## config.mk

```make
export PLATFORM = sky130hd
export DESIGN_NAME = crhe_ram
export DESIGN_NICKNAME = d
export VERILOG_FILES = /design/src/hw/rtl/crhe_ram.sv
export SDC_FILE = /design/constraint.sdc
export NUM_CORES = 2
export LEC_CHECK = 0
export BUFFER_PORTS_ARGS = -buffer_cell sky130_fd_sc_hd__buf_2
export CORE_AREA = 2 2 419 421
export CTS_BUF_LIST = sky130_fd_sc_hd__clkbuf_8
export DETAILED_ROUTE_END_ITERATION = 16
export DIE_AREA = 0 0 421 423
export SYNTH_ARGS = -nofsm -noshare
export SYNTH_HDL_FRONTEND = slang
export SYNTH_SLANG_ARGS = --single-unit
```

## constraint.sdc

```tcl
create_clock -name aclk -period 2.6 [get_ports aclk]
set_clock_uncertainty 0.1 [all_clocks]
set_input_delay 0.13 -clock aclk [delete_from_list [all_inputs] [get_ports aclk]]
set_output_delay 0.13 -clock aclk [all_outputs]
set_load 0.01 [all_outputs]
```

## src/hw/rtl/crhe_ram.sv

```systemverilog
`timescale 1ns / 1ps
// Generic single-write, single-read RAM with registered read data.
module crhe_ram #(
    parameter int WIDTH = 8,
    parameter int DEPTH = 256
) (
    input  logic                     aclk,
    input  logic                     we,
    input  logic [$clog2(DEPTH)-1:0] waddr,
    input  logic [WIDTH-1:0]         wdata,
    input  logic [$clog2(DEPTH)-1:0] raddr,
    output logic [WIDTH-1:0]         rdata
);

    logic [WIDTH-1:0] mem [DEPTH];

    always_ff @(posedge aclk) begin
        if (we) begin
            mem[waddr] <= wdata;
        end
        rdata <= mem[raddr];
    end

endmodule

```

After elaboration in Yosys (flattened, before gate mapping)
Memories as Yosys holds them, arrays and structs flattened. A register that Yosys moved wholly into a read port is not among the register bits.
Index checks and enable logic that the tools add are counted.
{"block": "op_classes", "add_sub_neg": 0, "n_mul": 0, "n_div": 0, "order_cmp": 0, "eq_ne": 0, "shift": 0, "muxes": 2, "bitwise": 0, "reduce_logical": 0}
{"op": "two-way mux 1 bit", "n": 2}
{"block": "totals", "regBits": 0, "latch_bits": 0, "mem_bits_rw": 2048, "rom_bits": 0, "input_bits": 26, "out_inout_bits": 8, "wordCells": 3, "n_memories": 1}
{"name": "mem", "depth": 256, "word_bits": 8, "read_ports": 1, "rd_ports_with_merged_regs": 1, "wr": 1, "line": "15", "rtl": "logic [WIDTH-1:0] mem [DEPTH];"}

Longest topological paths before layout
{"block": "depth", "ltp_word": 2, "depth_mapped": 11, "mapped_depth_nobuf": 6}

Least setup slack after synthesis
No wires, ideal clock.
{"block": "synth_timing", "path_type": "input to register", "from": "input port raddr[0]", "to": "register rdata[2] (read register of mem)", "setup_time_ps": 131, "t_arrival_ps": 1937, "required_time_ps": 2369, "slack_ps": 432, "cell_stages": 9, "path_buffers": 4, "cell_sequence": "buf_6 -> buf_12 -> buf_8 -> buf_2 -> mux4_2 -> a22oi_1 -> a21oi_1 -> nor4_1 -> nor4_2"}
{"element": "start: declaration", "line": "11", "rtl": "input logic [$clog2(DEPTH)-1:0] raddr,"}
{"element": "end: declaration", "line": "12", "rtl": "output logic [WIDTH-1:0] rdata"}

==> metrics.md <==
| Metric | Value |
|---|---|
| Drt initial violations | between 4000 and 5000 |
| Ratio of routed vias to standard cells | around 5.8 |
| Cell-internal power | just over 50 mW |
| CORE AREA | 0.173 sq mm |
| Total number of yosys warnings | 0 |
| Placer Congestion | 0.839 |
| Worst-Skew Late Latency | 1060 ps |
| Final non-filler cell area | about 0.093 sq mm |
| Number of cells in the design after placement | between 6000 and 7000 |
| Syn_area_per_cell | 21.3 sq um |
| Relative slew slack | between 30% and 40% |
| Number of standard cells after synthesis | between 3000 and 4000 |
| Final nets | roughly 4600 |
| Share of post-route cells with drive strength above 1 | approximately a third |
| WL per Instance | 28.7 microns |
| Synth async-reset ratio | 0% |
| Detailed placement HPWL | between 100000 and 150000 microns |
| Sequential share of the synthesized area | between 70 and 80% |
| Largest net degree at the start of global routing | a little under 100 |
| RSZ-0062 raised after global routing | no |
| CTS H-tree lvls | 5 |
| Maximum net fanout on the critical path | 1 |
| Final global-route overflow total | 0 |
| Post-route minimum period | 2550 ps |
| Total I/O pin count | 34 |
| R2r setup slk | 50 ps |
| Filler cell count in the final layout | 13400 |
| Detailed-router iteration count before antenna repair | 5 |
| Number of setup violations in the final report | 0 |
| Hold violation total from the final report | 0 |
| Maximum clock path buffer count | 4 |
| Critical path data required time | 3410 ps |
| Standard cell with the maximum stage delay on the critical path | sky130_fd_sc_hd__mux4_2 |
| Relative contribution of sequential cells to total power | a little under three fifths |
| Post-Place Cell Area | slightly below 0.09 sq mm |
| Count of buffers inserted at the top-level ports | 33 |
| Flip-flop and latch count after synthesis | 2056 |
| Cell Chain, Critical Path | mux4_2, a22o_1, a221oi_1, buf_4, o221ai_1, a211oi_1, buf_4, nor4_1 |
| Power density of the placed cells | roughly 710 mW/mm^2 |
| Clock root buffer | sky130_fd_sc_hd__clkbuf_8 |
| Die boundary height | around 420 microns |
| Total global-route track usage | a little under a quarter |
| CP endpoint kind | register |
| Initial antenna violation count | 6 |
| Multi-input logic area | about 0.017 sq mm |
| Post-synthesis cell type count | 55 |
| Kind of critical path | reg -> reg |
| Clock transition at the register clock pins on the worst setup and hold paths after CTS | roughly 60 ps |
| Die area | 0.178 sq mm |
| Max rail drop VDD | ~570 uV |
| Number of setup buffers added after CTS | 0 |
| Number of core rows | roughly 150 |
| Result of the run | completed |
| DRC errors left | 0 |
| Max-cap violation count | 0 |
| Hold Crit Class | in -> reg |
| Via count of the first global-routing pass | roughly 42000 |
| First-pass GRT wire length | just under 300000 microns |
| CP Data Arrival Time | 3350 ps |
| Power spent charging and discharging nets | approximately 15 mW |
| Kind of launch point of the worst setup path | register |
| Final wirelength | 205000 microns |
| Power share of the combinational group | between 5 and 6% |
| Worst Tran Pin Value | approximately 1000 ps |
| Number of clock sinks | ~2000 |
| Horizontal extent of the die | 421 microns |
| Max Clock Freq | approximately 400 MHz |
| Final number of max-transition violations | 0 |
| Leakage power figure | 30.7 nW |
| Clock network fraction of total power | approximately two fifths |
| Total CTS buffers | approximately 350 |
| Mapped Area | 0.0796 sq mm |
| Period utilisation layout | between 90% and 100% |
| Number of antenna-violating nets in the routed design | 0 |
| Count of placed standard cells in the final layout, fillers left out | around 7100 |
| Most repeated library cell on the critical path | sky130_fd_sc_hd__buf_4 |
| Area growth from synthesis to layout | 17.4% |
| Syn Nets | between 3000 and 4000 |
| Number of enable-type register cells in the synthesized netlist | approximately 2000 |
| Crit path largest cell delay | roughly 490 ps |
| Sw Share | approximately 23% |
| Effective utilization at floorplan | between 40 and 50% |
| Clock tree from TritonCTS | done |
| Total number of vias | between 40000 and 50000 |
| Top flip-flop cell by instance count after synthesis | sky130_fd_sc_hd__edfxtp_1 |
| Seq. cell area | about 0.06 sq mm |
synthesized netlist by cell type (10+ instances only):
master | number | area share [%]
sky130_fd_sc_hd__o221ai_1 | 46 | 0.51
sky130_fd_sc_hd__a211oi_1 | 16 | 0.15
sky130_fd_sc_hd__a21oi_1 | 96 | 0.60
sky130_fd_sc_hd__mux4_2 | 454 | 13
sky130_fd_sc_hd__buf_2 | 31 | 0.20
sky130_fd_sc_hd__a22oi_1 | 133 | 1.3
sky130_fd_sc_hd__nand3_1 | 34 | 0.21
sky130_fd_sc_hd__mux2i_1 | 134 | 1.7
sky130_fd_sc_hd__a221oi_1 | 13 | 0.14
sky130_fd_sc_hd__nor3_1 | 22 | 0.14
sky130_fd_sc_hd__nand4_1 | 10 | 0.079
sky130_fd_sc_hd__buf_4 | 27 | 0.25
sky130_fd_sc_hd__nand2_1 | 33 | 0.16
sky130_fd_sc_hd__o22ai_1 | 28 | 0.22
sky130_fd_sc_hd__nor2b_1 | 31 | 0.24
sky130_fd_sc_hd__buf_1 | 22 | 0.10
sky130_fd_sc_hd__nor2_1 | 282 | 1.3
sky130_fd_sc_hd__o211ai_1 | 10 | 0.094
sky130_fd_sc_hd__buf_8 | 13 | 0.25
sky130_fd_sc_hd__o21ai_0 | 10 | 0.063
sky130_fd_sc_hd__buf_6 | 21 | 0.30
sky130_fd_sc_hd__edfxtp_1 | 2048 | 77
sky130_fd_sc_hd__clkbuf_1 | 111 | 0.52
sky130_fd_sc_hd__nor4_1 | 24 | 0.19
registers in the layout, indices dropped and copies added (netlist names):
signal	flops
mem	2048
rdata	8
worst max-delay path: cells and delay by family (launching register included):
kind,cells,cell delay [ps]
flops,1,370
mux,1,490
compound gates,4,1030
buf+inv,2,380
simple gates,1,40
per-layer routing:
metal / global-route usage, % / routed length (microns) / vias to the layer above
li1: - / - / 17400
met1: 32.4 / 84100 / 21900
met2: 36.5 / 98600 / 1816
met3: 4.39 / 16200 / 383
met4: 7.32 / 5870 / 2
met5: 0 / 10 / -
stage by stage:
| step | power (mW) | setup TNS [ps] | worst slack (ps) | hold slack [ps] | util [%] |
|---|---|---|---|---|---|
| after CTS | 66.6 | 0 | 5.74 | 2.06 | 53.9 |
| after global routing | 68.2 | 0 | 5.63 | 57.3 | 53.9 |
| final | 66.0 | 0 | 54.5 | 67.0 | 53.9 |
| after global placement | 41.1 | -3250 | -596 | 342 | 50.3 |
| after detailed placement | 41.1 | -3160 | -609 | 349 | 50.3 |
| after floorplan | 39.1 | 0 | 432 | 129 | - |
power by group through the flow:
stage	combinational [mW]	sequential, mW	clock [mW]
after floorplan	1.77	37.3	0
after global placement	3.75	37.3	0
after detailed placement	3.79	37.3	0
after CTS	3.84	36.6	26.1
after global routing	4.03	36.6	27.6
final	3.81	36.6	25.6
kinds of logic (layout without fill, tap and decap cells):
logic type,after synthesis,after routing,synth area share [%]
buffers and inverters,235,1308,1.83
AO/OA/AOI/OAI,385,385,3.42
flip-flops,2056,2056,77.5
other,0,6,0
AND/OR/NAND/NOR,466,466,2.63
multiplexers,591,591,14.6
what timing repair did:
action | CTS | global route
endpoints found under the setup margin | 3 | 4
gates resized for setup | 4 | 5
endpoints found under the hold margin | 3402 | 0
hold buffers | 27 | 0
area by class of cell:
class	instances	area share, %
antenna	6	0.0161
clock buffer	359	5.29
clock inverter	236	1.15
inverter	2	0.00804
multi-input combinational	1442	17.7
sequential	2056	66.0
tap	2325	3.11
timing repair buffer	711	6.71
worst paths after layout:
check	startpoint	end	cells after the start
max	mem[19][5]	rdata[5]	8
min	wdata[3]	mem[23][3]	2
max reg2reg	mem[19][5]	rdata[5]	8
min reg2reg	mem[178][1]	rdata[1]	5
cells in the final DEF (no fill, tap or decap), types with 9 or more instances in the layout:
master | netlist | routed
sky130_fd_sc_hd__edfxtp_1 | 2048 | 2048
sky130_fd_sc_hd__nor2_1 | 282 | 279
sky130_fd_sc_hd__clkbuf_8 | 0 | 359
sky130_fd_sc_hd__nand3_1 | 34 | 31
sky130_fd_sc_hd__o211ai_1 | 10 | 10
sky130_fd_sc_hd__nor2b_1 | 31 | 27
sky130_fd_sc_hd__nor4_1 | 24 | 21
sky130_fd_sc_hd__clkinvlp_4 | 0 | 9
sky130_fd_sc_hd__a221oi_1 | 13 | 13
sky130_fd_sc_hd__o22ai_1 | 28 | 28
sky130_fd_sc_hd__nand4_1 | 10 | 10
sky130_fd_sc_hd__a211oi_1 | 16 | 15
sky130_fd_sc_hd__o21ai_0 | 10 | 10
sky130_fd_sc_hd__clkinv_1 | 1 | 68
sky130_fd_sc_hd__mux4_2 | 454 | 454
sky130_fd_sc_hd__buf_12 | 8 | 67
sky130_fd_sc_hd__nand2_1 | 33 | 33
sky130_fd_sc_hd__nor3_1 | 22 | 21
sky130_fd_sc_hd__dlygate4sd3_1 | 0 | 27
sky130_fd_sc_hd__a22oi_1 | 133 | 133
sky130_fd_sc_hd__clkinv_2 | 0 | 34
sky130_fd_sc_hd__inv_1 | 1 | 121
sky130_fd_sc_hd__buf_8 | 13 | 10
sky130_fd_sc_hd__o221ai_1 | 46 | 46
sky130_fd_sc_hd__buf_4 | 27 | 586
sky130_fd_sc_hd__a21oi_1 | 96 | 96
sky130_fd_sc_hd__mux2i_1 | 134 | 134
sky130_fd_sc_hd__buf_2 | 31 | 21
(Power assumes the default switching activity.)
