**config.mk**
```make
export PLATFORM = sky130hd
export DESIGN_NAME = crhe_result_queue
export DESIGN_NICKNAME = d
export VERILOG_FILES = /design/src/hw/rtl/crhe_pkg.sv /design/src/hw/rtl/crhe_result_queue.sv
export SDC_FILE = /design/constraint.sdc
export NUM_CORES = 1
export LEC_CHECK = 0
export BUFFER_PORTS_ARGS = -buffer_cell sky130_fd_sc_hd__buf_2
export CORE_MARGIN = 2
export CORE_UTILIZATION = 45
export CTS_CLUSTER_DIAMETER = 200
export CTS_CLUSTER_SIZE = 40
export DETAILED_ROUTE_END_ITERATION = 8
export SKIP_CTS_REPAIR_TIMING = 1
export SYNTH_ARGS = -nofsm -noshare
export SYNTH_HDL_FRONTEND = slang
export SYNTH_SLANG_ARGS = --single-unit
```
**constraint.sdc**
```tcl
create_clock -name aclk -period 4.65 [get_ports aclk]
set_clock_uncertainty 0.1 [all_clocks]
set_input_delay 0.93 -clock aclk [delete_from_list [all_inputs] [get_ports aclk]]
set_output_delay 0.93 -clock aclk [all_outputs]
set_load 0.02 [all_outputs]
```
**src/hw/rtl/crhe_pkg.sv**
```systemverilog
`timescale 1ns / 1ps
// Shared types, constants and helpers of the context-rank Huffman encoder.
package crhe_pkg;

    localparam int MAX_CODE_BITS  = 16;
    localparam int CODE_LEN_W     = 5;
    localparam int RANK_ENTRIES   = 256;
    localparam int RANK_ADDR_W    = 16;
    localparam int RANK_DEPTH     = 65536;
    localparam int CODE_ADDR_W    = 8;
    localparam int CODE_ENTRY_W   = CODE_LEN_W + MAX_CODE_BITS;
    localparam int QUEUE_DEPTH    = 4;
    localparam int QUEUE_PTR_W    = 2;
    localparam int QUEUE_CNT_W    = 3;
    localparam logic [15:0] OUT_LIMIT_RESET = 16'hffff;

    typedef enum logic [1:0] {
        CMD_LOAD_RANK = 2'd0,
        CMD_LOAD_CODE = 2'd1,
        CMD_ENCODE    = 2'd2,
        CMD_NOP       = 2'd3
    } cmd_t;

    // Encode item as it travels down the pipeline.
    typedef struct packed {
        logic       first;
        logic       last;
        logic [7:0] sym;
        logic [7:0] mlen;
    } enc_item_t;

    // Results of one item: up to three bytes, the last one may be an error.
    typedef struct packed {
        logic [2:0][7:0] bytes;
        logic [1:0]      cnt;
        logic            fin_last;
        logic            fin_err;
    } res_entry_t;

    typedef struct packed {
        logic       valid;
        res_entry_t entry;
    } res_push_t;

    function automatic logic [MAX_CODE_BITS-1:0] bit_reverse(
        input logic [MAX_CODE_BITS-1:0] v
    );
        logic [MAX_CODE_BITS-1:0] r;
        for (int i = 0; i < MAX_CODE_BITS; i++) begin
            r[i] = v[MAX_CODE_BITS-1-i];
        end
        return r;
    endfunction

endpackage

```
**src/hw/rtl/crhe_result_queue.sv**
```systemverilog
`timescale 1ns / 1ps
// Result queue: holds per-item result groups and drains them one byte at a time, as m_tready allows.
module crhe_result_queue (
    input  logic                              aclk,
    input  logic                              aresetn,
    input  crhe_pkg::res_push_t               push,
    output logic [crhe_pkg::QUEUE_CNT_W-1:0]  q_count,
    output logic                              m_tvalid,
    input  logic                              m_tready,
    output logic [7:0]                        m_tdata,
    output logic                              m_tlast,
    output logic                              m_tuser
);

    crhe_pkg::res_entry_t entries [crhe_pkg::QUEUE_DEPTH];

    logic [crhe_pkg::QUEUE_PTR_W-1:0] wr_ptr_reg, wr_ptr_next;
    logic [crhe_pkg::QUEUE_PTR_W-1:0] rd_ptr_reg, rd_ptr_next;
    logic [crhe_pkg::QUEUE_CNT_W-1:0] count_reg, count_next;
    logic [1:0] sub_reg, sub_next;
    logic       valid_reg, valid_next;
    logic [7:0] byte_reg, byte_next;
    logic       last_reg, last_next;
    logic       err_reg, err_next;

    crhe_pkg::res_entry_t head;
    logic load;
    logic pop;
    logic fin;

    assign head = entries[rd_ptr_reg];
    assign fin  = (sub_reg == head.cnt - 2'd1);
    assign load = (count_reg != '0) && (!valid_reg || m_tready);
    assign pop  = load && fin;

    always_comb begin
        wr_ptr_next = push.valid ? wr_ptr_reg + 1'b1 : wr_ptr_reg;
        rd_ptr_next = pop ? rd_ptr_reg + 1'b1 : rd_ptr_reg;
        count_next  = count_reg + crhe_pkg::QUEUE_CNT_W'(push.valid)
                      - crhe_pkg::QUEUE_CNT_W'(pop);
        sub_next    = sub_reg;
        if (load) begin
            sub_next = fin ? 2'd0 : sub_reg + 2'd1;
        end

        valid_next = valid_reg;
        byte_next  = byte_reg;
        last_next  = last_reg;
        err_next   = err_reg;
        if (load) begin
            valid_next = 1'b1;
            byte_next  = head.bytes[sub_reg];
            last_next  = fin && head.fin_last;
            err_next   = fin && head.fin_err;
        end else if (m_tready) begin
            valid_next = 1'b0;
        end
    end

    always_ff @(posedge aclk) begin
        if (push.valid) begin
            entries[wr_ptr_reg] <= push.entry;
        end
        byte_reg <= byte_next;
        last_reg <= last_next;
        err_reg  <= err_next;
    end

    always_ff @(posedge aclk) begin
        if (!aresetn) begin
            wr_ptr_reg <= '0;
            rd_ptr_reg <= '0;
            count_reg  <= '0;
            sub_reg    <= 2'd0;
            valid_reg  <= 1'b0;
        end else begin
            wr_ptr_reg <= wr_ptr_next;
            rd_ptr_reg <= rd_ptr_next;
            count_reg  <= count_next;
            sub_reg    <= sub_next;
            valid_reg  <= valid_next;
        end
    end

    assign q_count  = count_reg;
    assign m_tvalid = valid_reg;
    assign m_tdata  = byte_reg;
    assign m_tlast  = last_reg;
    assign m_tuser  = err_reg;

endmodule

```
Word-level counts from Yosys, hierarchy flattened

Memory sizes are Yosys's and may differ from the RTL's. A register that Yosys moved wholly into a read port is not among the register bits.
Index checks and enable logic that the tools add are counted.
Widths: inputs -> output; s select.

ROM bits: 0
Memories: 1
Input bits: 32
Word-level logic and storage cells: 34
Latch bits: 0
RAM bits: 112
Output and inout bits: 14
Bits in registers: 20

$mul: 0
Bitwise logic cells: 0
$add $sub $neg: 6
Reductions and logical operators: 8
$lt $le $gt $ge: 1
Equality and inequality tests: 1
Shifts and indexed selects: 0
Div/mod/pow operators: 0
Mux-type cells: 9

Memory list:

| memory  | depth | bits a word | rd ports | clocked after Yosys merged registers in | write ports | RTL line                | RTL |
|---|---|---|---|---|---|---|---|
| entries | 4     | 28          | 1        | 1                                       | 1           | crhe_result_queue.sv:15 | `crhe_pkg::res_entry_t entries [crhe_pkg::QUEUE_DEPTH];` |

Operators with widths:

| cell                | number |
|---|---|
| $bmux 8 s2          | 1 |
| $mux 8              | 1 |
| $add 2x1->2 const B | 3 |
| $mux 2              | 3 |
| $logic_and 1x1->1   | 4 |
| $mux 1              | 4 |
| $add 3x1->3         | 1 |
| $lt 2x3->1 const B  | 1 |
| $reduce_bool 3->1   | 1 |
| $sub 3x1->3         | 1 |
| $eq 2x2->1          | 1 |
| $reduce_bool 2->1   | 1 |
| $sub 2x1->2 const B | 1 |
| $logic_not 1->1     | 1 |
| $logic_or 1x1->1    | 1 |

Longest topological paths before layout

Depth in word-level cells: 6
Gate-level depth with buffers: 11
Depth with buffers taken out: 10

Worst setup path after synthesis

OpenSTA, ideal clock, no wires.

Path kind: input -> register
From: input port m_tready
To: register count_reg (netlist bit q_count[2])
Setup time: 0.115 ns
Arrival time: 2.859 ns
Setup slack: 1.576 ns
Data required time: 4.435 ns
Cell stages on the path: 10
Buffers on the path: 0
Cell sequence: and2b_1 nor4b_1 mux2_4 ha_1 inv_1 ha_1 fa_1 xnor2_1 xnor2_1 and2_1

Word-level cells in the longest chain between the ends: 4

RTL lines:

| element              | RTL line                | RTL |
|---|---|---|
| start, declared      | crhe_result_queue.sv:9  | `input logic m_tready,` |
| $logic_or 1x1->1     | crhe_result_queue.sv:33 | `assign load = (count_reg != '0) && (!valid_reg \|\| m_tready);` |
| $logic_and 1x1->1    | crhe_result_queue.sv:33 |  |
| $logic_and 1x1->1    | crhe_result_queue.sv:34 | `assign pop = load && fin;` |
| net pop              | crhe_result_queue.sv:28 | `logic pop;` |
| $sub 3x1->3          | crhe_result_queue.sv:40 | `- crhe_pkg::QUEUE_CNT_W'(pop);` |
| end signal, assigned | crhe_result_queue.sv:79 | `count_reg <= count_next;` |
| end, declared        | crhe_result_queue.sv:19 | `logic [crhe_pkg::QUEUE_CNT_W-1:0] count_reg, count_next;` |

The timed path passes the listed nets, and every way through them passes these cells.
A chain may end at the register's enable or synchronous reset.

==> out/metrics.yaml <==
status: "complete, no violations"
rows: 39
setup_viol: 0
crit_type: "register to register"
final_util_pct: 55.2
synth_xor_area_share_pct: 1.02
grt_pass1_vias: 2580
synth-compound-area-share_pct: 1.97
antenna_cells: 0
final_max_slew_viol_count: 0
cp_max_fo: 23
ys_top_cells_by_count: "122 x edfxtp_1, 26 x mux4_2, 15 x inv_1"
cts_tree: "built"
synth_cell_type_count: 34
grt_overflow: 0
yosys.area_share.simple_pct: 3.87
rsz0062_at_grt: "false"
fmax_mhz: 301
finalCriticalPeriod_ps: 3320
core_um2: 11400
yosys.area.top_type: "edfxtp_1"
worstSetupStartpointType: "register"
dr.pass1.iters: 5
synth.net_count: 296
crit_required_ps: 4850
cap_violations: 0
root_buffer: "clkbuf_16"
synthArstFlopShare_pct: 0
tightest_slew_ps: 1070
avgSynthCellArea_um2: 20.5
slew_headroom_pct: 28.6
synth_flop_cell: "edfxtp_1"
io_pins: 46
insertion_delay_ps: 410
post-route-period-util_pct: 71.4
synthMuxAreaShare_pct: 15.1
port_buffers: 45
yosysWarnings: 0
yosysMostFrequentCell: "edfxtp_1"
dr_total_vias: 2424
syn2layout_area_growth_pct: 19.8
synth_top_area_share_pct: 69.6
initial_utilization_pct: 46.1
crit_path_end_kind: "register"
fin_area_um2: 6300
via_per_inst: 5.17
die_y_um: 112
cp_slowest_cell: "dfxtp_1"
yosys-top-cells-area: "edfxtp_1 70%, mux4_2 11%, dfxtp_1 4.6%, mux2i_1 2.7%, ha_1 1.4%"
htree_levels: 4
die_area_um2: 12600
postPlaceCellArea_um2: 5640
drive_gt1_share_pct: 34.7
grt.total_usage_pct: 15.2
clk_pin_slew_worst_paths_ps: 60
synth_area_um2: 5260
p_per_area_nw_per_um2: 600
grt_first_pass_wirelength_um: 13800
drt-total-wl_um: 8940
ys_ff_latch: 134
hold_violations: 0
clk_path_buf_depth: 2
largest-register: "entries"
drc_errors: 0
max_stage_delay_ps: 480
leakagePower_nw: 2.19
final.setup.tns_ps: 0
wire_per_inst_um: 19.1
netlist_instances: 257
hp-class: "register to register"
largest_reg_flops: 112
dp_hpwl_um: 5270
crit_chain: "buf_4 > mux4_2 > nor4b_4 > mux2_4 > ha_1 > inv_1 > ha_1 > fa_1 > xnor2_1 > xnor2_1 > and2_1"
num-nets-final: 352
irDropWorstVdd_v: 0.000388
ys_seq_area_share_pct: 74.2
grt_start_max_net_pins: 29
synth_edf_count: 122
gp_routability_congestion: 0.665
postRouteAntennaNets: 0
cp.arrival_ps: 3520
antenna_found_initial: 1
cts_inserted_buffers: 17
dr.first_iter.drc_count: 109
die_w_um: 112
synth_top_family_by_area: "multiplexers"
synthAdderAreaFrac_pct: 1.81
numClockSinks: 134
==> critical path: cells and delay by family, from the launching register on <==
| family | cells | cell delay [ps] |
|---|---|---|
| xor+xnor | 2 | 260 |
| fa+ha+maj | 3 | 850 |
| buf+inv | 2 | 430 |
| flops | 1 | 480 |
| mux | 2 | 770 |
| simple gates | 2 | 310 |
==> metrics by stage <==
stage	hold slack, ps	setup WS (ps)	power, mW	std cells
detailed placement	404	1310	2.35	437
CTS	416	1300	3.83	469
global placement	399	1330	2.34	437
floorplan	349	1580	2.14	257
finish	418	1330	3.78	469
global route	460	1220	3.94	469
==> cell families (layout without fill, tap and decap cells) <==
kind of cell / after synthesis / after routing
and+or+nand+nor: 29 / 29
DFF: 134 / 134
xor gates and xnor gates: 4 / 4
AOI/OAI and AO/OA: 14 / 14
buffers and inverters: 26 / 95
adders and majority gates: 7 / 7
muxes: 43 / 43
==> cell type report <==
type	count	area, um^2
Sequential cell	134	3910
Inverter	15	56.3
Multi-Input combinational cell	97	1250
Tap cell	143	179
Clock inverter	14	231
Timing Repair Buffer	48	248
Fill cell	909	5110
Clock buffer	18	429
==> cell usage in the layout, fill, tap and decap left out, drive strengths merged, types with 5 or more instances in the layout <==
master and count:
edfxtp 122, buf 48, mux4 28, clkbuf 18, inv 15, mux2i 14
dfxtp 12, o22ai 8, and2 8, ha 6, bufinv 6, nor2b 5
==> path summary, 6_finish.rpt <==
check                              startpoint  slack (ps)            end  depth (start not counted)
worst max-delay path                 register        1330     q_count[2]                         11
worst min-delay path            rd_ptr_reg[0]         420  rd_ptr_reg[0]                          2
worst max register to register       register        1330     q_count[2]                         11
worst min register to register  rd_ptr_reg[0]         420  rd_ptr_reg[0]                          2
==> layer usage <==
metal	wire (um)	GRT usage, %	vias up
met5	0	0	-
met4	68	6.34	0
met3	320	4.86	4
met2	4690	25.8	43
met1	3860	17.9	1234
li1	-	-	1143
==> where the power goes <==
group / internal [mW] / total [mW] / switching, mW
Combinational: 0.349 / 0.733 / 0.384
Sequential: 1.47 / 1.57 / 0.0967
Clock: 1.00 / 1.48 / 0.480
Note: power is estimated with default switching activity, not from simulation.
