[src/hw/rtl/crhe_pkg.sv]
`timescale 1ns / 1ps
// Shared types, constants and helpers of the context-rank Huffman encoder.
package crhe_pkg;

    localparam int MAX_CODE_BITS  = 16;
    localparam int CODE_LEN_W     = 5;
    localparam int RANK_ENTRIES   = 256;
    localparam int RANK_ADDR_W    = 16;
    localparam int RANK_DEPTH     = 65536;
    localparam int CODE_ADDR_W    = 8;
    localparam int CODE_ENTRY_W   = CODE_LEN_W + MAX_CODE_BITS;
    localparam int QUEUE_DEPTH    = 4;
    localparam int QUEUE_PTR_W    = 2;
    localparam int QUEUE_CNT_W    = 3;
    localparam logic [15:0] OUT_LIMIT_RESET = 16'hffff;

    typedef enum logic [1:0] {
        CMD_LOAD_RANK = 2'd0,
        CMD_LOAD_CODE = 2'd1,
        CMD_ENCODE    = 2'd2,
        CMD_NOP       = 2'd3
    } cmd_t;

    // Encode item as it travels down the pipeline.
    typedef struct packed {
        logic       first;
        logic       last;
        logic [7:0] sym;
        logic [7:0] mlen;
    } enc_item_t;

    // Results of one item: up to three bytes, the last one may be an error.
    typedef struct packed {
        logic [2:0][7:0] bytes;
        logic [1:0]      cnt;
        logic            fin_last;
        logic            fin_err;
    } res_entry_t;

    typedef struct packed {
        logic       valid;
        res_entry_t entry;
    } res_push_t;

    function automatic logic [MAX_CODE_BITS-1:0] bit_reverse(
        input logic [MAX_CODE_BITS-1:0] v
    );
        logic [MAX_CODE_BITS-1:0] r;
        for (int i = 0; i < MAX_CODE_BITS; i++) begin
            r[i] = v[MAX_CODE_BITS-1-i];
        end
        return r;
    endfunction

endpackage

[src/hw/rtl/crhe_bit_packer.sv]
`timescale 1ns / 1ps
// Bit packer: emits header bytes and packed code bits; applies the output limit.
module crhe_bit_packer (
    input  logic                                aclk,
    input  logic                                aresetn,
    input  logic                                in_valid,
    input  crhe_pkg::enc_item_t                 item,
    input  logic [crhe_pkg::CODE_ENTRY_W-1:0]   code_rd,
    input  logic [15:0]                         out_limit,
    output crhe_pkg::res_push_t                 push
);

    logic [7:0]  buf_reg, buf_next;
    logic [2:0]  cnt_reg, cnt_next;
    logic [15:0] bw_reg, bw_next;
    logic        aborted_reg, aborted_next;

    logic [crhe_pkg::MAX_CODE_BITS-1:0] code_rev;
    logic [crhe_pkg::CODE_LEN_W-1:0]    code_len;
    logic [23:0]     w;
    logic [4:0]      total;
    logic [1:0]      nfull;
    logic [2:0]      rem;
    logic            flush;
    logic [1:0]      k;
    logic [2:0][7:0] cand;
    logic [7:0]      rem_byte;
    logic [15:0]     base_bw;
    logic [15:0]     diff;
    logic [1:0]      avail;
    logic            err;
    logic [1:0]      n_ok;
    logic            active;

    assign code_len = code_rd[crhe_pkg::CODE_ENTRY_W-1:crhe_pkg::MAX_CODE_BITS];
    assign code_rev = code_rd[crhe_pkg::MAX_CODE_BITS-1:0];

    always_comb begin
        w     = 24'(buf_reg) | (24'(code_rev) << cnt_reg);
        total = 5'(cnt_reg) + code_len;
        nfull = total[4:3];
        rem   = total[2:0];
        flush = item.last && (rem != 3'd0);

        if (item.first) begin
            k    = 2'd2;
            cand = {8'd0, item.sym, item.mlen};
        end else begin
            k    = nfull + {1'b0, flush};
            cand = {w[23:16], w[15:8], w[7:0]};
        end

        case (nfull)
            2'd0:    rem_byte = w[7:0];
            2'd1:    rem_byte = w[15:8];
            default: rem_byte = w[23:16];
        endcase

        base_bw = item.first ? 16'd0 : bw_reg;
        diff    = out_limit - base_bw;
        if (base_bw >= out_limit) begin
            avail = 2'd0;
        end else if (diff > 16'd3) begin
            avail = 2'd3;
        end else begin
            avail = diff[1:0];
        end

        err    = k > avail;
        n_ok   = err ? avail : k;
        active = in_valid && (item.first || !aborted_reg);

        push.valid          = active && ((err ? avail + 2'd1 : k) != 2'd0);
        push.entry.cnt      = err ? avail + 2'd1 : k;
        push.entry.fin_err  = err;
        push.entry.fin_last = err || item.last;
        for (int j = 0; j < 3; j++) begin
            push.entry.bytes[j] = (2'(j) < n_ok) ? cand[j] : 8'd0;
        end

        buf_next     = buf_reg;
        cnt_next     = cnt_reg;
        bw_next      = bw_reg;
        aborted_next = aborted_reg;
        if (active) begin
            bw_next      = base_bw + 16'(n_ok);
            aborted_next = err;
            if (item.first || err || flush) begin
                buf_next = 8'd0;
                cnt_next = 3'd0;
            end else begin
                buf_next = rem_byte;
                cnt_next = rem;
            end
        end
    end

    always_ff @(posedge aclk) begin
        if (!aresetn) begin
            buf_reg     <= 8'd0;
            cnt_reg     <= 3'd0;
            bw_reg      <= 16'd0;
            aborted_reg <= 1'b0;
        end else begin
            buf_reg     <= buf_next;
            cnt_reg     <= cnt_next;
            bw_reg      <= bw_next;
            aborted_reg <= aborted_next;
        end
    end

endmodule

[config.mk]
export PLATFORM = sky130hd
export DESIGN_NAME = crhe_bit_packer
export DESIGN_NICKNAME = d
export VERILOG_FILES = /design/src/hw/rtl/crhe_pkg.sv /design/src/hw/rtl/crhe_bit_packer.sv
export SDC_FILE = /design/constraint.sdc
export NUM_CORES = 1
export LEC_CHECK = 0
export BUFFER_PORTS_ARGS = -buffer_cell sky130_fd_sc_hd__buf_4
export CAP_MARGIN = 20
export CORE_ASPECT_RATIO = 1.5
export CORE_MARGIN = 1
export CORE_UTILIZATION = 35
export DETAILED_ROUTE_END_ITERATION = 16
export HOLD_SLACK_MARGIN = 0.06
export MAX_ROUTING_LAYER = met4
export SYNTH_ARGS = -nofsm -noshare
export SYNTH_HDL_FRONTEND = slang
export SYNTH_SLANG_ARGS = --single-unit
[constraint.sdc]
create_clock -name aclk -period 9.25 [get_ports aclk]
set_input_delay 0.925 -clock aclk [delete_from_list [all_inputs] [get_ports aclk]]
set_output_delay 0.925 -clock aclk [all_outputs]
set_load 0.1 [all_outputs]
Yosys cells after proc, flatten, opt, wreduce, memory -nomap -nowiden
Cells that the tools add are included.
{ "word_totals": {"ff_bits": 28, "latchBits": 0, "mem_bits_rw": 0, "rom_bits": 0, "in_bits": 58, "output_inout_bits": 29, "elab_cells": 42, "mem_count": 0} }
{ "op_classes": {"n_addsub": 5, "mul": 0, "n_div": 0, "order_cmp": 6, "n_eq_ne": 1, "shift": 1, "muxes": 13, "bitwise_logic": 1, "n_reduce_logical": 11} }
{ "op_table": {"columns": ["cell", "n"], "rows": [
  ["8-bit 2-to-1 mux", 4],
  ["24-bit 2-to-1 mux", 1],
  ["8-bit by 24-bit bitwise OR with 24-bit output", 1],
  ["16-bit by 3-bit << shifter with 24-bit output", 1],
  ["16-bit by 2-bit adder with 16-bit output", 1],
  ["16-bit >= comparator", 1],
  ["16-bit by 2-bit > comparator with 1-bit output (second input constant)", 1],
  ["16-bit 2-to-1 mux", 1],
  ["8-bit case mux with 2 select lines", 1],
  ["16-bit subtractor", 1],
  ["2-bit 2-to-1 mux", 5],
  ["3-bit by 5-bit adder with 5-bit output", 1],
  ["1-bit logical OR", 4],
  ["1-bit by 2-bit less-than comparator with 1-bit output (first input constant)", 2],
  ["1-bit logical AND", 3],
  ["3-bit 2-to-1 mux", 1],
  ["3-bit nonzero test", 1],
  ["2-bit by 1-bit adder with 2-bit output", 1],
  ["2-bit by 1-bit adder with 2-bit output (second input constant)", 1],
  ["2-bit by 1-bit equality test with 1-bit output (second input constant)", 1],
  ["2-bit > comparator", 1],
  ["2-bit logical NOT", 1],
  ["2-bit less-than comparator (first input constant)", 1],
  ["2-bit nonzero test", 1],
  ["1-bit logical NOT", 1]
]} }

Logic depth before layout (Yosys ltp)
Gate-level depths: netlist (run 1).
{ "logic_depth": {"word_depth": 9, "mapped_depth": 32, "depth_no_buf": 26} }

Worst setup path before layout (run 1)
No wires, ideal clock.
{ "synth_path": {"kind": "input port to output port", "from": "input item[17] (netlist bit)", "to": "output push[20] (netlist bit)", "arrival_ns": 6.806, "required_time_ns": 8.325, "setup_slack_ns": 1.519, "stages": 21, "path_buffers": 4, "cell_sequence": "clkbuf_1 clkbuf_1 clkbuf_1 buf_1 nor2b_1 ha_1 inv_1 fa_1 a21o_1 a221o_1 and3_4 nor4_4 o221ai_2 or3_1 o21ai_1 ha_1 nor2b_1 o21ai_0 and3_1 a41oi_1 a21oi_1"} }
{ "synth_lines": {"columns": ["item", "line_no", "source"], "rows": [
  ["start: declaration", "crhe_bit_packer.sv:7", "input crhe_pkg::enc_item_t item,"],
  ["end: declaration", "crhe_bit_packer.sv:10", "output crhe_pkg::res_push_t push"]
]} }

Worst setup path in the final report (run 1)
{ "layout_path": {"from": "input item[17] (netlist bit)", "to": "register bw_reg[14]"} }
{ "layout_between": {"elab_chain_len": 8, "elab_cells_between_ends": 12, "classes_between": "add/sub: 2; order compare: 3; mux: 5; reduce/logical: 2"} }
{ "layout_rtl": {"columns": ["item", "line_no", "source"], "rows": [
  ["16-bit 2-to-1 mux", "crhe_bit_packer.sv:59", "base_bw = item.first ? 16'd0 : bw_reg;"],
  ["16-bit subtractor", "crhe_bit_packer.sv:60", "diff = out_limit - base_bw;"],
  ["16-bit by 2-bit > comparator with 1-bit output", "crhe_bit_packer.sv:63", "end else if (diff > 16'd3) begin"],
  ["2-bit 2-to-1 mux", "crhe_bit_packer.sv:63", null],
  ["2-bit 2-to-1 mux", "crhe_bit_packer.sv:61", "if (base_bw >= out_limit) begin"],
  ["2-bit > comparator", "crhe_bit_packer.sv:69", "err = k > avail;"],
  ["2-bit 2-to-1 mux", "crhe_bit_packer.sv:70", "n_ok = err ? avail : k;"],
  ["16-bit by 2-bit adder with 16-bit output", "crhe_bit_packer.sv:86", "bw_next = base_bw + 16'(n_ok);"],
  ["end signal: assignment", "crhe_bit_packer.sv:107", "bw_reg <= bw_next;"],
  ["end: declaration", "crhe_bit_packer.sv:15", "logic [15:0] bw_reg, bw_next;"]
]} }
Several ways; a longest one is shown, not always the timed one.
A chain may end at the register's enable or synchronous reset.

==> impl_metrics.env, run 1 <==
export IMPL_dieArea_um2=11500
export IMPL_worstHoldEndpoint="buf_reg[1]"
export IMPL_finalSetupViolations=0
export IMPL_antenna_found_initial=0
export IMPL_fin_crit_sh=0.837
export IMPL_dpl_hpwl_um=9680
export IMPL_grt_max_degree=54
export IMPL_fin_tns_setup_ns=0
export IMPL_syn_area_um2=3860
export IMPL_drv_slew=0
export IMPL_drtIter0Drc=280
export IMPL_drt_pre_antenna_iters=4
export IMPL_vias_per_cell=5.59
export IMPL_largest_register_ffs=16
export IMPL_syn_avg_cell_area_um2=7.59
export IMPL_power_uw=544
export IMPL_min_period_ns=7.74
export IMPL_drc_errors=0
export IMPL_power_density_nw_per_um2=117
export IMPL_synth_edff_count=0
export IMPL_cts_root_buffer="clkbuf_16"
export IMPL_r2r_end="bw_reg[14]"
export IMPL_wl_per_cell_um=16.4
export IMPL_worstHoldPathType="reg -> reg"
export IMPL_ys_types=72
export IMPL_ir_worst_vdd_v=0.0000790
export IMPL_worstSetupStartpointType="input port"
export IMPL_synth_fp_nets=594
export IMPL_tightest_slew_ns=0.966
export IMPL_cts_hold_buf=0
export IMPL_cts_tree="built"
export IMPL_relSlewSlack=0.355
export IMPL_crit_path_end_kind="register"
export IMPL_crit_path_max_fanout=53
export IMPL_skew_ns=0.00417
export IMPL_leakage_nw=1.84
export IMPL_clk_pin_slew_ns=0.07
export IMPL_vias=3999
export IMPL_synthArstFlopShare=0
export IMPL_syn_inst=508
export IMPL_critPathRequiredTime_ns=9.40
export IMPL_cp_arrival_ns=7.89
export IMPL_rr_worst_depth=26
export IMPL_reg2reg_from="bw_reg[0]"
export IMPL_grt_pass1_vias=3919
export IMPL_cts_sinks=28
export IMPL_num_antenna_cells=0
export IMPL_cts_setup_buffers=0
export IMPL_drive_gt1_frac=0.217
export IMPL_initial_utilization=0.362
export IMPL_yosysSeqAreaShare=0.145
export IMPL_crit_family="simple AND/OR/NAND/NOR gates"
export IMPL_cp_num_buf_inv=4
export IMPL_final_cells=716
export IMPL_dp_cells=712
export IMPL_worstSetupPathType="in -> reg"
export IMPL_final_antenna_net_count=0
export IMPL_h_tree_depth=1
export IMPL_wl_um=11800
export IMPL_pin_count=87
export IMPL_num_fill_cells=1112
export IMPL_reg2reg_slack_ns=2.17
export IMPL_synth_seq_cells=28
export IMPL_status="finished clean"
export IMPL_grt_overflow=0
export IMPL_row_count=46
export IMPL_clk_latency_ns=0.26
export IMPL_yosys_warnings=0
export IMPL_core_um2=10600
export IMPL_grt_pass1_wl_um=18700
export IMPL_rsz0062_at_grt="no"
export IMPL_final_hold_viol_count=0
export IMPL_fin_nets=659
export IMPL_critPathMaxStageDelay_ns=0.84
export IMPL_die_x_um=87.7
export IMPL_max_freq_ghz=0.129
export IMPL_synthToLayoutAreaGrowth_pct=20.9
export IMPL_track_usage=0.214
export IMPL_layout_commonest_cell="buf_4"
export IMPL_clockBufferDepth=2
export IMPL_final_cell_mix="88 x buf_4, 51 x nand2_1, 38 x o21ai_0"
export IMPL_port_buffers=85
export IMPL_synthFlopType="dfxtp_1"
export IMPL_die_h_um=131
export IMPL_max_cap_violations=0
export IMPL_hold_path_startpoint="buf_reg[1]"
export IMPL_cts_resized_gates=0
export IMPL_place_congestion=0.913
export IMPL_slowest_stage="nor4_2"
export IMPL_cts_inserted_buffers=3
export IMPL_whs_path_depth=2
Yosys cell counts (5+ instances only):
cell	number	area, µm²
ha_1	25	313
mux2_2	9	101
nor2b_1	16	100
and3_1	8	50.1
mux4_2	10	225
xnor2_1	14	123
dfxtp_1	28	561
o21a_1	7	52.6
clkbuf_1	18	67.6
a21oi_1	26	130
inv_1	24	90.1
buf_2	5	25.0
o21ai_1	12	60.1
nand2b_1	22	138
nor2_1	37	139
o211ai_1	6	45.0
and2_1	17	106
xor2_1	6	52.6
o21ai_0	38	190
nor3_1	8	40.0
a21o_1	9	67.6
nand3_1	7	35.0
a22oi_1	8	60.1
mux2i_1	23	230
nand2_1	51	191
worst min-delay path: stages, from the launching register on:
cell and delay (ns):
dfxtp_1 0.31, nand2_1 0.05, a21boi_0 0.06
where the power goes:
part	total, mW	switching, mW	internal (mW)
Sequential	0.127	0.00329	0.123
Combinational	0.312	0.218	0.0939
Clock	0.105	0.0392	0.0662
Total	0.544	0.261	0.283
layout make-up:
class / instances / area [µm²] / area share
Clock buffer: 4 / 88.8 / 0.0190
Inverter: 25 / 93.8 / 0.0201
Multi-Input combinational cell: 427 / 3080 / 0.660
Sequential cell: 28 / 561 / 0.120
Timing Repair Buffer: 88 / 661 / 0.142
Tap cell: 144 / 180 / 0.0386
per-layer routing:
metal  GRT usage  routed length (µm)  part of all wire  vias up
li1            -                   -                 -     1963
met1       0.229                4680              0.40     1910
met2       0.394                6320              0.54       94
met3      0.0126                 248             0.021       32
met4       0.107                 518             0.044        0
met5           -                   0                 0        -
through the flow:
step	cell area, µm²	hold slack (ns)	worst slack, ns	utilization
6_report	4660	0.472	1.51	0.438
5_1_grt	4660	0.497	0.841	0.438
4_1_cts	4660	0.475	1.53	0.438
3_5_place_dp	4580	0.465	1.30	0.430
3_3_place_gp	4580	0.455	1.55	0.430
2_1_floorplan	3860	0.443	1.52	-
kinds of logic after synthesis:
family / share of synthesized area
compound gates: 0.252
xor+xnor: 0.0454
fa+ha+maj: 0.0967
buf+inv: 0.0561
flops: 0.145
mux: 0.144
other cells: 0.000972
simple gates: 0.259
worst max-delay path by stage:
stage / startpoint / end / cells past startpoint
finish: item[17] / bw_reg[14] / 27
global route: item[17] / bw_reg[14] / 27
CTS: item[17] / bw_reg[14] / 27
detailed placement: item[17] / bw_reg[14] / 27
global placement: item[17] / bw_reg[14] / 27
floorplan: item[17] / push[20] / 21
(Power assumes the default switching activity.)
==> run 2: changes to the inputs <==
- clock period: 9.25 -> 7.83 ns (I/O delays scaled with it)
==> impl_metrics.env, run 2 (synthesis results as in run 1) <==
export IMPL_wl_um=12000
export IMPL_drc_errors=0
export IMPL_wl_per_cell_um=16.7
export IMPL_crit_path_max_fanout=16
export IMPL_cts_inserted_buffers=3
export IMPL_cp_arrival_ns=7.31
export IMPL_worstHoldPathType="reg -> reg"
export IMPL_synthToLayoutAreaGrowth_pct=21.9
export IMPL_leakage_nw=1.86
export IMPL_layout_setup_ws_ns=0.668
export IMPL_ir_worst_vdd_v=0.0000982
export IMPL_min_period_ns=7.16
export IMPL_vias=3983
export IMPL_row_count=46
export IMPL_clockBufferDepth=2
export IMPL_finalSetupViolations=0
export IMPL_drive_gt1_frac=0.221
export IMPL_clk_pin_slew_ns=0.07
export IMPL_fin_crit_sh=0.915
export IMPL_crit_path_end_kind="register"
export IMPL_rr_worst_depth=27
export IMPL_cts_tree="built"
export IMPL_max_cap_violations=0
export IMPL_critPathRequiredTime_ns=7.98
export IMPL_status="finished clean"
export IMPL_grt_pass1_vias=3929
export IMPL_grt_max_degree=39
export IMPL_power_uw=668
export IMPL_cts_hold_buf=0
export IMPL_fin_nets=662
export IMPL_final_antenna_net_count=0
export IMPL_cts_setup_buffers=0
export IMPL_fin_tns_setup_ns=0
export IMPL_relSlewSlack=0.364
export IMPL_layout_commonest_cell="buf_4"
export IMPL_worstSetupPathType="in -> reg"
export IMPL_grt_pass1_wl_um=19100
export IMPL_power_density_nw_per_um2=142
export IMPL_worstSetupStartpointType="input port"
export IMPL_final_hold_viol_count=0
export IMPL_whs_path_depth=2
export IMPL_dieArea_um2=11500
export IMPL_place_ws_ns=0.391
export IMPL_antenna_found_initial=0
export IMPL_grt_overflow=0
export IMPL_cts_root_buffer="clkbuf_16"
export IMPL_place_congestion=0.923
export IMPL_die_h_um=131
export IMPL_initial_utilization=0.362
export IMPL_num_fill_cells=1105
export IMPL_pin_count=87
export IMPL_drv_slew=0
export IMPL_track_usage=0.220
export IMPL_h_tree_depth=1
export IMPL_dpl_hpwl_um=10100
export IMPL_tightest_slew_ns=0.953
export IMPL_drtIter0Drc=190
export IMPL_cts_resized_gates=0
export IMPL_clk_latency_ns=0.26
export IMPL_largest_register_ffs=16
export IMPL_die_x_um=87.7
export IMPL_max_freq_ghz=0.140
export IMPL_skew_ns=0.00714
export IMPL_final_cell_mix="91 x buf_4, 51 x nand2_1, 38 x o21ai_0"
export IMPL_rsz0062_at_grt="no"
export IMPL_core_um2=10600
export IMPL_cts_sinks=28
export IMPL_vias_per_cell=5.54
export IMPL_port_buffers=85
export IMPL_num_antenna_cells=0
export IMPL_drt_pre_antenna_iters=5
[run 2: power breakdown]
part           internal (mW)  switching [mW]  total [mW]
clock                  0.102          0.0466       0.148
combinational          0.112           0.259       0.372
sequential             0.146         0.00301       0.149
total                  0.360           0.309       0.668
[run 2: per-stage QoR]
step	cells	hold WS, ns	utilization	instance area, µm²
3_3_place_gp	714	0.455	0.431	4590
4_1_cts	719	0.473	0.442	4700
5_1_grt	719	0.511	0.442	4700
3_5_place_dp	715	0.462	0.432	4600
2_1_floorplan	508	0.443	-	3860
6_report	719	0.468	0.442	4700
[run 2: worst paths after layout]
kind	startpoint	end	slack, ns
setup / recovery	item[17]	bw_reg[14]	0.67
hold / removal	buf_reg[6]	buf_reg[6]	0.47
setup reg to reg	bw_reg[0]	bw_reg[14]	1.01
hold reg to reg	buf_reg[6]	buf_reg[6]	0.47
[run 2: cell type report]
cell class	instances	area, µm²	area share
timing repair buffer	91	683	0.145
tap	144	180	0.0383
multi-input combinational	427	3080	0.655
clock inverter	1	30.0	0.00638
sequential	28	561	0.119
inverter	25	93.8	0.0200
clock buffer	3	75.1	0.0160
[run 2: routing by layer]
layer	vias to the layer above	part of all wire	GRT usage
met3	28	0.031	0.0182
met2	103	0.56	0.426
met4	0	0.038	0.0878
met5	-	0	-
met1	1876	0.37	0.221
li1	1976	-	-
[run 2: critical path, cell delays in order]
cell and delay, ns:
buf_4 0.16, nor2b_1 0.22, ha_1 0.20, inv_1 0.05
fa_1 0.38, a21o_1 0.20, a221o_1 0.43, and3_4 0.23
nor4_4 0.22, o221ai_2 0.21, nor4_2 0.84, nor3_1 0.11
ha_1 0.31, nand2_1 0.06, o21ai_0 0.25, nor3_2 0.25
buf_4 0.20, inv_1 0.07, o22ai_1 0.14, ha_1 0.19
inv_1 0.05, fa_1 0.38, and3b_1 0.24, nand2_1 0.09
nor3_1 0.54, nand4_1 0.18, xor2_1 0.19, and2_1 0.15
